File: config.mk
export PLATFORM = sky130hd
export DESIGN_NAME = round_robin_thread_scheduler
export DESIGN_NICKNAME = d
export VERILOG_FILES = /design/src/design/rrts_pkg.sv /design/src/design/rrts_ctrl.sv /design/src/design/rrts_datapath.sv /design/src/design/round_robin_thread_scheduler.sv
export SDC_FILE = /design/constraint.sdc
export NUM_CORES = 2
export LEC_CHECK = 0
export ABC_CLOCK_PERIOD_IN_PS = 6900
export CAP_MARGIN = 5
export CORE_UTILIZATION = 41
export CTS_CLUSTER_SIZE = 14
export DETAILED_ROUTE_END_ITERATION = 7
export DONT_BUFFER_PORTS = 1
export SYNTH_ARGS = -nofsm -noshare
export SYNTH_HDL_FRONTEND = slang
export SYNTH_HIERARCHICAL = 1
export SYNTH_SLANG_ARGS = --single-unit
File: constraint.sdc
create_clock -name clk -period 6.9 [get_ports clk]
set_clock_uncertainty 0.05 [all_clocks]
set_input_delay 1.035 -clock clk [delete_from_list [all_inputs] [get_ports clk]]
set_output_delay 1.035 -clock clk [all_outputs]
set_load 0.005 [all_outputs]
File: src/design/rrts_pkg.sv
// Package for the round-robin thread scheduler: slot count, operation and
// action codes, controller-to-datapath command and status types, a helper function.
// Depends on nothing.
package rrts_pkg;

	// Number of thread slots. The slot field is three bits wide, so the table
	// holds at most eight slots.
	localparam int unsigned THREAD_SLOTS = 8;
	localparam int unsigned SLOT_W       = 3;
	localparam int unsigned TIME_W       = 32;
	localparam int unsigned OP_W         = 3;
	localparam int unsigned ACT_W        = 2;
	localparam int unsigned PROBE_CNT_W  = $clog2(THREAD_SLOTS + 1);

	// Slot count at the width of a zero-extended slot number, for range checks.
	localparam logic [SLOT_W:0] SLOT_LIMIT = (SLOT_W + 1)'(THREAD_SLOTS);

	// Operation codes.
	localparam logic [OP_W-1:0] OP_START   = 3'd0;
	localparam logic [OP_W-1:0] OP_TICK    = 3'd1;
	localparam logic [OP_W-1:0] OP_CREATE  = 3'd2;
	localparam logic [OP_W-1:0] OP_DELETE  = 3'd3;
	localparam logic [OP_W-1:0] OP_RESTART = 3'd4;
	localparam logic [OP_W-1:0] OP_BLOCK   = 3'd5;
	localparam logic [OP_W-1:0] OP_UNBLOCK = 3'd6;
	localparam logic [OP_W-1:0] OP_DELAY   = 3'd7;

	// Slot action codes.
	localparam logic [ACT_W-1:0] ACT_BLOCKED = 2'd0;
	localparam logic [ACT_W-1:0] ACT_RUNNING = 2'd1;
	localparam logic [ACT_W-1:0] ACT_DELETE  = 2'd2;
	localparam logic [ACT_W-1:0] ACT_RESTART = 2'd3;

	// Commands from the controller to the datapath.
	typedef struct packed {
		logic load_in;     // capture the input transaction
		logic apply_op;    // apply the operation to the slot table
		logic accumulate;  // add elapsed time to the outgoing thread
		logic probe;       // examine one slot of the round-robin walk
		logic probe_last;  // this probe is the final one of the walk
		logic load_out;    // load the result register
	} dp_cmd_t;

	// Status from the datapath to the controller.
	typedef struct packed {
		logic pass_req;    // the operation calls for a scheduling pass
		logic probe_hit;   // the probed slot has been chosen
	} dp_status_t;

	// Next slot in round-robin order.
	function automatic logic [SLOT_W-1:0] next_slot(input logic [SLOT_W-1:0] idx);
		logic [SLOT_W-1:0] nxt;
		if ({1'b0, idx} == SLOT_LIMIT - 1'b1) begin
			nxt = '0;
		end else begin
			nxt = idx + 1'b1;
		end
		return nxt;
	endfunction

endpackage

File: src/design/rrts_ctrl.sv
// Controller state machine of the round-robin thread scheduler: input and
// output handshakes, sequencing of the operation, accounting and probe walk.
// Depends on rrts_pkg.
module rrts_ctrl (
	input  logic                 clk,
	input  logic                 arst_n,
	input  logic                 in_valid,
	output logic                 in_stall,
	output logic                 out_valid,
	input  logic                 out_stall,
	input  rrts_pkg::dp_status_t status,
	output rrts_pkg::dp_cmd_t    cmd
);

	localparam logic [2:0] ST_IDLE  = 3'd0;
	localparam logic [2:0] ST_EXEC  = 3'd1;
	localparam logic [2:0] ST_ACC   = 3'd2;
	localparam logic [2:0] ST_PROBE = 3'd3;
	localparam logic [2:0] ST_DONE  = 3'd4;

	logic [2:0]                          state_q;
	logic [2:0]                          state_d;
	logic [rrts_pkg::PROBE_CNT_W-1:0]    probe_cnt_q;
	logic                                out_valid_q;
	logic                                in_fire;
	logic                                out_free;
	logic                                last_probe;

	assign in_stall   = (state_q != ST_IDLE);
	assign in_fire    = in_valid && !in_stall;
	assign out_valid  = out_valid_q;
	assign out_free   = !out_valid_q || !out_stall;
	assign last_probe = (probe_cnt_q == rrts_pkg::PROBE_CNT_W'(rrts_pkg::THREAD_SLOTS));

	// Next state and commands.
	always_comb begin
		state_d        = state_q;
		cmd            = '0;
		cmd.probe_last = last_probe;
		unique case (state_q)
			ST_IDLE: begin
				if (in_fire) begin
					cmd.load_in = 1'b1;
					state_d     = ST_EXEC;
				end
			end
			ST_EXEC: begin
				cmd.apply_op = 1'b1;
				state_d      = status.pass_req ? ST_ACC : ST_DONE;
			end
			ST_ACC: begin
				cmd.accumulate = 1'b1;
				state_d        = ST_PROBE;
			end
			ST_PROBE: begin
				cmd.probe = 1'b1;
				if (status.probe_hit || last_probe) begin
					state_d = ST_DONE;
				end
			end
			ST_DONE: begin
				if (out_free) begin
					cmd.load_out = 1'b1;
					state_d      = ST_IDLE;
				end
			end
			default: begin
				state_d = ST_IDLE;
			end
		endcase
	end

	// State register and probe counter.
	always_ff @(posedge clk or negedge arst_n) begin
		if (!arst_n) begin
			state_q     <= ST_IDLE;
			probe_cnt_q <= '0;
		end else begin
			state_q <= state_d;
			if (state_q == ST_ACC) begin
				probe_cnt_q <= '0;
			end else if (state_q == ST_PROBE) begin
				probe_cnt_q <= probe_cnt_q + 1'b1;
			end
		end
	end

	// The result stays valid until its transaction completes.
	always_ff @(posedge clk or negedge arst_n) begin
		if (!arst_n) begin
			out_valid_q <= 1'b0;
		end else if (cmd.load_out) begin
			out_valid_q <= 1'b1;
		end else if (!out_stall) begin
			out_valid_q <= 1'b0;
		end
	end

endmodule

File: src/design/rrts_datapath.sv
// Datapath of the round-robin thread scheduler: the slot table, the running
// thread, time accounting and the result register. Depends on rrts_pkg.
module rrts_datapath (
	input  logic                                clk,
	input  logic                                arst_n,
	input  rrts_pkg::dp_cmd_t                   cmd,
	output rrts_pkg::dp_status_t                status,
	input  logic [rrts_pkg::OP_W-1:0]           operation,
	input  logic [rrts_pkg::SLOT_W-1:0]         slot,
	input  logic [rrts_pkg::TIME_W-1:0]         now,
	input  logic [rrts_pkg::TIME_W-1:0]         delay_ms,
	input  logic                                user_lock,
	output logic [rrts_pkg::SLOT_W-1:0]         current_slot,
	output logic [rrts_pkg::SLOT_W-1:0]         created_slot,
	output logic                                create_full,
	output logic                                context_reset,
	output logic                                switched,
	output logic [rrts_pkg::TIME_W-1:0]         outgoing_run_time
);

	localparam int unsigned N = rrts_pkg::THREAD_SLOTS;
	localparam int unsigned SW = rrts_pkg::SLOT_W;
	localparam int unsigned TW = rrts_pkg::TIME_W;
	localparam int unsigned AW = rrts_pkg::ACT_W;

	// Captured input transaction.
	logic [rrts_pkg::OP_W-1:0] op_q;
	logic [SW-1:0]             slot_q;
	logic [TW-1:0]             now_q;
	logic [TW-1:0]             delay_q;
	logic                      lock_q;

	// Slot table and scheduler state.
	logic [N-1:0]  occupied_q;
	logic [AW-1:0] action_q [N];
	logic [TW-1:0] wake_q   [N];
	logic [TW-1:0] run_time_q [N];
	logic [SW-1:0] running_q;
	logic          started_q;
	logic [TW-1:0] last_tick_q;

	// Work registers.
	logic [TW-1:0] diff_q;
	logic [SW-1:0] probe_idx_q;

	// Result of the transaction in progress.
	logic [SW-1:0] created_q;
	logic          full_q;
	logic          ctx_q;
	logic          pass_q;
	logic [TW-1:0] outgoing_q;

	// Result register.
	logic [SW-1:0] res_current_q;
	logic [SW-1:0] res_created_q;
	logic          res_full_q;
	logic          res_ctx_q;
	logic          res_switched_q;
	logic [TW-1:0] res_outgoing_q;

	logic          pass_op;
	logic [SW-1:0] free_idx;
	logic          free_found;
	logic [SW-1:0] first_occ;
	logic [SW-1:0] target;
	logic          target_ok;
	logic          slot_ok;
	logic [AW-1:0] target_act;
	logic          probe_base;
	logic [AW-1:0] probe_act;
	logic          probe_hit;
	logic          probe_del;
	logic          probe_rst;
	logic [TW-1:0] acc_sum;

	// Operations that end in a scheduling pass.
	always_comb begin
		unique case (op_q) inside
			rrts_pkg::OP_TICK, rrts_pkg::OP_DELETE, rrts_pkg::OP_RESTART,
			rrts_pkg::OP_BLOCK, rrts_pkg::OP_DELAY: pass_op = 1'b1;
			default: pass_op = 1'b0;
		endcase
	end

	assign status.pass_req = pass_op && started_q && !lock_q;

	// First free and first occupied user slot, searched from slot 1.
	always_comb begin
		free_idx   = '0;
		free_found = 1'b0;
		first_occ  = '0;
		for (int i = N - 1; i >= 1; i--) begin
			if (!occupied_q[i]) begin
				free_idx   = SW'(i);
				free_found = 1'b1;
			end else begin
				first_occ = SW'(i);
			end
		end
	end

	// Target of delete, restart and block; slot 0 stands for the current thread.
	always_comb begin
		if (slot_q == '0) begin
			target = started_q ? running_q : '0;
		end else begin
			target = slot_q;
		end
		target_ok = (target != '0) && ({1'b0, target} < rrts_pkg::SLOT_LIMIT);
		slot_ok   = (slot_q != '0) && ({1'b0, slot_q} < rrts_pkg::SLOT_LIMIT);
		if (op_q == rrts_pkg::OP_DELETE) begin
			target_act = rrts_pkg::ACT_DELETE;
		end else if (op_q == rrts_pkg::OP_RESTART) begin
			target_act = rrts_pkg::ACT_RESTART;
		end else begin
			target_act = rrts_pkg::ACT_BLOCKED;
		end
	end

	// Evaluation of the slot under the probe.
	always_comb begin
		probe_act  = action_q[probe_idx_q];
		probe_base = (probe_idx_q != '0) && occupied_q[probe_idx_q]
			&& (now_q > wake_q[probe_idx_q]);
		probe_del  = probe_base && (probe_act == rrts_pkg::ACT_DELETE);
		probe_rst  = probe_base && (probe_act == rrts_pkg::ACT_RESTART);
		probe_hit  = probe_rst || (probe_base && (probe_act == rrts_pkg::ACT_RUNNING));
	end

	assign status.probe_hit = probe_hit;
	assign acc_sum          = run_time_q[running_q] + diff_q;

	// Input capture.
	always_ff @(posedge clk) begin
		if (cmd.load_in) begin
			op_q    <= operation;
			slot_q  <= slot;
			now_q   <= now;
			delay_q <= delay_ms;
			lock_q  <= user_lock;
		end
	end

	// Slot table, running thread and per-transaction results.
	always_ff @(posedge clk or negedge arst_n) begin
		if (!arst_n) begin
			occupied_q  <= '0;
			running_q   <= '0;
			started_q   <= 1'b0;
			last_tick_q <= '0;
			for (int i = 0; i < N; i++) begin
				action_q[i]   <= rrts_pkg::ACT_BLOCKED;
				wake_q[i]     <= '0;
				run_time_q[i] <= '0;
			end
		end else begin
			if (cmd.apply_op) begin
				unique case (op_q) inside
					rrts_pkg::OP_START: begin
						occupied_q[0] <= 1'b1;
						action_q[0]   <= rrts_pkg::ACT_RUNNING;
						run_time_q[0] <= '0;
						running_q     <= first_occ;
						started_q     <= 1'b1;
					end
					rrts_pkg::OP_TICK: begin
					end
					rrts_pkg::OP_CREATE: begin
						if (free_found) begin
							occupied_q[free_idx] <= 1'b1;
							action_q[free_idx]   <= rrts_pkg::ACT_RUNNING;
							run_time_q[free_idx] <= '0;
						end
					end
					rrts_pkg::OP_DELETE, rrts_pkg::OP_RESTART, rrts_pkg::OP_BLOCK: begin
						if (target_ok) begin
							action_q[target] <= target_act;
						end
					end
					rrts_pkg::OP_UNBLOCK: begin
						if (slot_ok) begin
							action_q[slot_q] <= rrts_pkg::ACT_RUNNING;
						end
					end
					rrts_pkg::OP_DELAY: begin
						if (started_q && running_q != '0) begin
							wake_q[running_q] <= now_q + delay_q;
						end
					end
					default: begin
					end
				endcase
			end
			// Charge the elapsed time to the outgoing thread.
			if (cmd.accumulate) begin
				run_time_q[running_q] <= acc_sum;
			end
			// One step of the round-robin walk.
			if (cmd.probe) begin
				if (probe_del) begin
					occupied_q[probe_idx_q] <= 1'b0;
				end
				if (probe_rst) begin
					action_q[probe_idx_q]   <= rrts_pkg::ACT_RUNNING;
					run_time_q[probe_idx_q] <= '0;
				end
				if (probe_hit) begin
					running_q   <= probe_idx_q;
					last_tick_q <= now_q;
				end else if (cmd.probe_last) begin
					running_q   <= '0;
					last_tick_q <= now_q;
				end
			end
		end
	end

	// Work registers and results of the transaction in progress.
	always_ff @(posedge clk) begin
		if (cmd.load_in) begin
			created_q  <= '0;
			full_q     <= 1'b0;
			ctx_q      <= 1'b0;
			pass_q     <= 1'b0;
			outgoing_q <= '0;
		end
		if (cmd.apply_op) begin
			diff_q <= now_q - last_tick_q;
			pass_q <= status.pass_req;
			if (op_q == rrts_pkg::OP_CREATE) begin
				full_q    <= !free_found;
				created_q <= free_found ? free_idx : '0;
			end
		end
		if (cmd.accumulate) begin
			outgoing_q  <= acc_sum;
			probe_idx_q <= rrts_pkg::next_slot(running_q);
		end
		if (cmd.probe) begin
			probe_idx_q <= rrts_pkg::next_slot(probe_idx_q);
			if (probe_rst) begin
				ctx_q <= 1'b1;
			end
		end
	end

	// Result register.
	always_ff @(posedge clk) begin
		if (cmd.load_out) begin
			res_current_q  <= started_q ? running_q : '0;
			res_created_q  <= created_q;
			res_full_q     <= full_q;
			res_ctx_q      <= ctx_q;
			res_switched_q <= pass_q;
			res_outgoing_q <= outgoing_q;
		end
	end

	assign current_slot      = res_current_q;
	assign created_slot      = res_created_q;
	assign create_full       = res_full_q;
	assign context_reset     = res_ctx_q;
	assign switched          = res_switched_q;
	assign outgoing_run_time = res_outgoing_q;

endmodule

File: src/design/round_robin_thread_scheduler.sv
// Round-robin thread scheduler. Each accepted transaction applies one
// operation (start, tick, create, delete, restart, block, unblock or delay)
// to a table of eight thread slots and returns one result transaction. A new
// transaction is accepted only while the scheduler is idle; the result sits
// in an output register, so the next transaction may be accepted while it
// waits. Operations that run no scheduling pass go through the idle, execute
// and done states. A scheduling pass adds the accounting state and k probes,
// where k (1 to 9) is the number of slots probed: the round-robin walk
// examines one slot per cycle. Tick, delete, restart, block and delay
// run a pass once the scheduler is started and the user lock is clear.
// Depends on rrts_pkg, rrts_ctrl and rrts_datapath.
module round_robin_thread_scheduler (
	input  logic                           clk,
	input  logic                           arst_n,
	input  logic                           in_valid,
	output logic                           in_stall,
	input  logic [rrts_pkg::OP_W-1:0]      operation,
	input  logic [rrts_pkg::SLOT_W-1:0]    slot,
	input  logic [rrts_pkg::TIME_W-1:0]    now,
	input  logic [rrts_pkg::TIME_W-1:0]    delay_ms,
	input  logic                           user_lock,
	output logic                           out_valid,
	input  logic                           out_stall,
	output logic [rrts_pkg::SLOT_W-1:0]    current_slot,
	output logic [rrts_pkg::SLOT_W-1:0]    created_slot,
	output logic                           create_full,
	output logic                           context_reset,
	output logic                           switched,
	output logic [rrts_pkg::TIME_W-1:0]    outgoing_run_time
);

	rrts_pkg::dp_cmd_t    cmd;
	rrts_pkg::dp_status_t status;

	// Sequencing and handshakes.
	rrts_ctrl u_ctrl (
		.clk       (clk),
		.arst_n    (arst_n),
		.in_valid  (in_valid),
		.in_stall  (in_stall),
		.out_valid (out_valid),
		.out_stall (out_stall),
		.status    (status),
		.cmd       (cmd)
	);

	// Slot table and result.
	rrts_datapath u_datapath (
		.clk               (clk),
		.arst_n            (arst_n),
		.cmd               (cmd),
		.status            (status),
		.operation         (operation),
		.slot              (slot),
		.now               (now),
		.delay_ms          (delay_ms),
		.user_lock         (user_lock),
		.current_slot      (current_slot),
		.created_slot      (created_slot),
		.create_full       (create_full),
		.context_reset     (context_reset),
		.switched          (switched),
		.outgoing_run_time (outgoing_run_time)
	);

endmodule
==> summary.txt <==
Run status
  – Run status: complete, but fails checks
  – Failing checks: slew limit

Drt
  – Routed WL per cell: 24.0 um
  – Drt first pass iters: 6
  – Total Routed Length: 111 mm
  – Via count: 27400
  – Antenna Nets Post-Route: 0
  – DR vias/cell: 5.93
  – DRC viols: 0
  – Initial DRC Count: 2671

Synth
  – Syn nets: 3652
  – Top_reg_cell synth: dfrtp_1
  – Mean Syn Cell Area: 10.9 um2
  – Mapped Cells: 3441
  – Synth Cell Area: 0.0374 mm2
  – Unique masters post-synth: 81
  – Post-synth EDFFs: 180
  – Synth area leaders: dfrtp_1 (39%), edfxtp_1 (14%), a22oi_1 (5.5%)
  – Flops & latches, synth: 765
  – Post-synthesis sequential area ratio: 53.5%
  – Yosys warns: 6
  – Area leader, netlist: dfrtp_1
  – Synth top area share: 38.8%
  – Async SR Flop Fraction: 75.8%

Power and ir drop
  – Leakage power: 18.0 nW
  – PD cells: 426 mW/mm2
  – Power, Total: 17.8 mW
  – Worst VDD drop: 0.285 mV

Timing
  – Final hold viol count: 0
  – Actual slew at the worst max-slew pin: 2.88 ns
  – Max transition margin: -92.0%
  – FMAX: 0.190 GHz
  – Setup-failing EPs final: 0
  – Setup TNS Final: 0 ns
  – Max-slew violations: 408
  – Final worst-path cycle share: 76.3%
  – Post-route minimum period: 5.27 ns
  – RSZ-0062 raised after global routing: no

Global route
  – Gr usage total: 23.8%
  – Gr ovfl total: 0
  – Met1 Use GR: 32.1%
  – Largest net degree at the start of global routing: 581
  – Met3 Resource Use GR: 4.25%
  – First-pass GRT wire length: 169 mm
  – Top Usage Layer GRT: met2
  – Vias in the first global route: 27200
  – Grt met2 use: 38.6%
  – Initial antenna violation count: 1

Layout
  – Fin util: 46.3%
  – Area growth, synth to finish: 11.5%
  – Filler cells: 8297
  – Commonest non-fill, non-tap cells in the layout: dfrtp_1 (580), nand2_1 (370), a22oi_1 (273)
  – Share of layout cells above drive strength 1: 13.3%
  – Leading cell type in the layout, fill and taps excluded: dfrtp_1
  – Number of nets in the layout: 3584
  – Antenna fix cells: 0

Worst setup path
  – Crit-path slowest cell: xnor2_1
  – Worst-path cell chain: inv_1 -> and3_1 -> buf_4 -> a22oi_1 -> nand4_1 -> ha_1 -> nand4_1 -> or2_1 -> or3b_1 -> a21oi_1 -> a21oi_1 -> nor3_1 -> nor3b_1 -> xnor2_1 -> a22oi_1 -> nor2_1
  – Worst reg-to-reg setup slack: 1.63 ns
  – R2r worst-path depth: 16
  – CP Launch Type: flip-flop
  – Max incr delay on CP: 0.72 ns
  – CP Capture Type: flip-flop
  – WP data required: 7.42 ns
  – Worst EP arrival: 5.78 ns
  – RR Startpoint: u_datapath/running_q[1]$_DFF_PN0_
  – WS Path Type: reg -> reg
  – Worst-path fanout max: 14
  – RR Endpoint: u_datapath/run_time_q[187]$_DFF_PN0_

Placement
  – Hpwl dp: 68.7 mm
  – Placer Congestion: 0.928
  – Input/output buffers: 0

Die
  – Die area: 0.0925 mm2
  – Die X-Extent: 304 um
  – Ports: 118
  – Initial Util: 41.5%
  – Core Area: 0.0903 mm2
  – Die span in y: 304 um
  – Cell Rows: 110

CTS
  – CTS Buffer Depth: 3
  – CTS tree: done
  – Resize count post-CTS: 0
  – Root buf cell: clkbuf_16
  – Hold_buf cts: 0
  – CTS clk-pin slew, worst paths: 0.06 ns
  – Clk_lat worst skew: 0.66 ns
  – CTS buffer count: 86
  – Sink Count: 765
  – CTS H-tree depth: 3
  – Post-CTS setup buffers: 0

Job
  – Max cap viols: 0

Worst hold path
  – HP Class: in -> async
==> worst max-delay path by stage <==
stage                                        startpoint                                     end  slack (ns)  cells after the start
floorplan                                      in_valid  u_datapath/outgoing_q[0]$_SDFFCE_PN0P_        1.48                      3
global placement    u_datapath/probe_idx_q[0]$_DFFE_PP_  u_datapath/last_tick_q[11]$_DFFE_PN0P_        1.69                     15
detailed placement  u_datapath/probe_idx_q[0]$_DFFE_PP_  u_datapath/last_tick_q[12]$_DFFE_PN0P_        1.63                     15
CTS                 u_datapath/probe_idx_q[0]$_DFFE_PP_  u_datapath/last_tick_q[12]$_DFFE_PN0P_        1.61                     15
global route        u_datapath/probe_idx_q[0]$_DFFE_PP_     u_datapath/run_time_q[72]$_DFF_PN0_        1.22                     13
finish                u_datapath/running_q[1]$_DFF_PN0_    u_datapath/run_time_q[187]$_DFF_PN0_        1.63                     16
==> critical path: cells and delay by family, from the launching register on <==
family                     cells  cell delay [ns]
adders and majority gates      1             0.43
and+or+nand+nor                8             1.94
xor gates and xnor gates       1             0.72
DFF                            1             0.58
buffers and inverters          2             0.50
AOI/OAI and AO/OA              4             0.94
==> per-stage QoR <==
stage / instance area [um2] / hold WS (ns) / cells / worst slack (ns)
2_1_floorplan: 37400 / 0.350 / 3441 / 1.48
3_3_place_gp: 38800 / 0.352 / 4460 / 1.69
3_5_place_dp: 38800 / 0.355 / 4461 / 1.63
4_1_cts: 41800 / 0.0495 / 4622 / 1.61
5_1_grt: 41800 / 0.0445 / 4622 / 1.22
6_report: 41800 / 0.0734 / 4622 / 1.63
==> routing by layer <==
layer | routed length [um] | share of wire, %
met5 | 13 | 0.012
met4 | 3980 | 3.6
met3 | 7990 | 7.2
met2 | 52000 | 47
met1 | 46900 | 42
==> synthesized netlist by cell type (7+ instances only) <==
cell type	count
a31oi_1	23
nor2b_1	18
nand3_1	144
nor3_1	32
edfxtp_1	180
o32ai_1	8
o22ai_1	11
a21o_1	58
o21a_1	16
buf_1	13
mux4_2	70
o21bai_1	19
mux2_2	124
clkbuf_1	202
a21oi_1	220
o21ai_0	228
xor2_1	24
dfrtp_1	580
nand2_1	380
xnor2_1	53
ha_1	133
and3_1	15
a22oi_1	273
nor2_1	237
a221o_1	7
nand4_1	49
a211oi_1	7
or2_2	9
mux2i_1	44
and2_1	50
nand2b_1	22
inv_1	81
==> state kept, by name, summed over array words and instances (netlist names), 4 cells and up <==
register and cells:
u_datapath/delay_q 32, u_datapath/diff_q 32, u_datapath/outgoing_run_time 32, u_datapath/wake_q 256, u_datapath/run_time_q 256, u_datapath/last_tick_q 32
u_datapath/occupied_q 8, u_datapath/outgoing_q 32, u_datapath/action_q 16, u_ctrl/probe_cnt_q 4, u_datapath/now_q 32
==> cells by family after synthesis <==
kind of cell	after synthesis	synth area share (%)
AOI/OAI and AO/OA	933	16.0
xor gates and xnor gates	79	1.89
adders and majority gates	136	4.60
buffers and inverters	304	3.09
DFF	765	53.5
muxes	238	9.12
and+or+nand+nor	986	11.9
==> final cells by class <==
type / instances / area [um2] / share of cell area (%)
well taps: 1176 / 1470 / 3.52
flip-flops and latches: 765 / 20000 / 47.9
repair buffers: 67 / 566 / 1.35
inverters: 81 / 304 / 0.728
clock buffers: 125 / 2540 / 6.09
clock inverters: 36 / 443 / 1.06
multi-input cells: 2372 / 16400 / 39.3
==> power breakdown <==
| group | internal (mW) | leakage, nW | total, mW | switching, mW |
|---|---|---|---|---|
| logic | 2.23 | 6.83 | 6.62 | 4.39 |
| clock network | 2.91 | 1.47 | 4.82 | 1.91 |
| registers | 5.67 | 9.73 | 6.37 | 0.699 |
| total | 10.8 | 18.0 | 17.8 | 7.00 |
No activity file was read; power rests on OpenSTA's default activity.
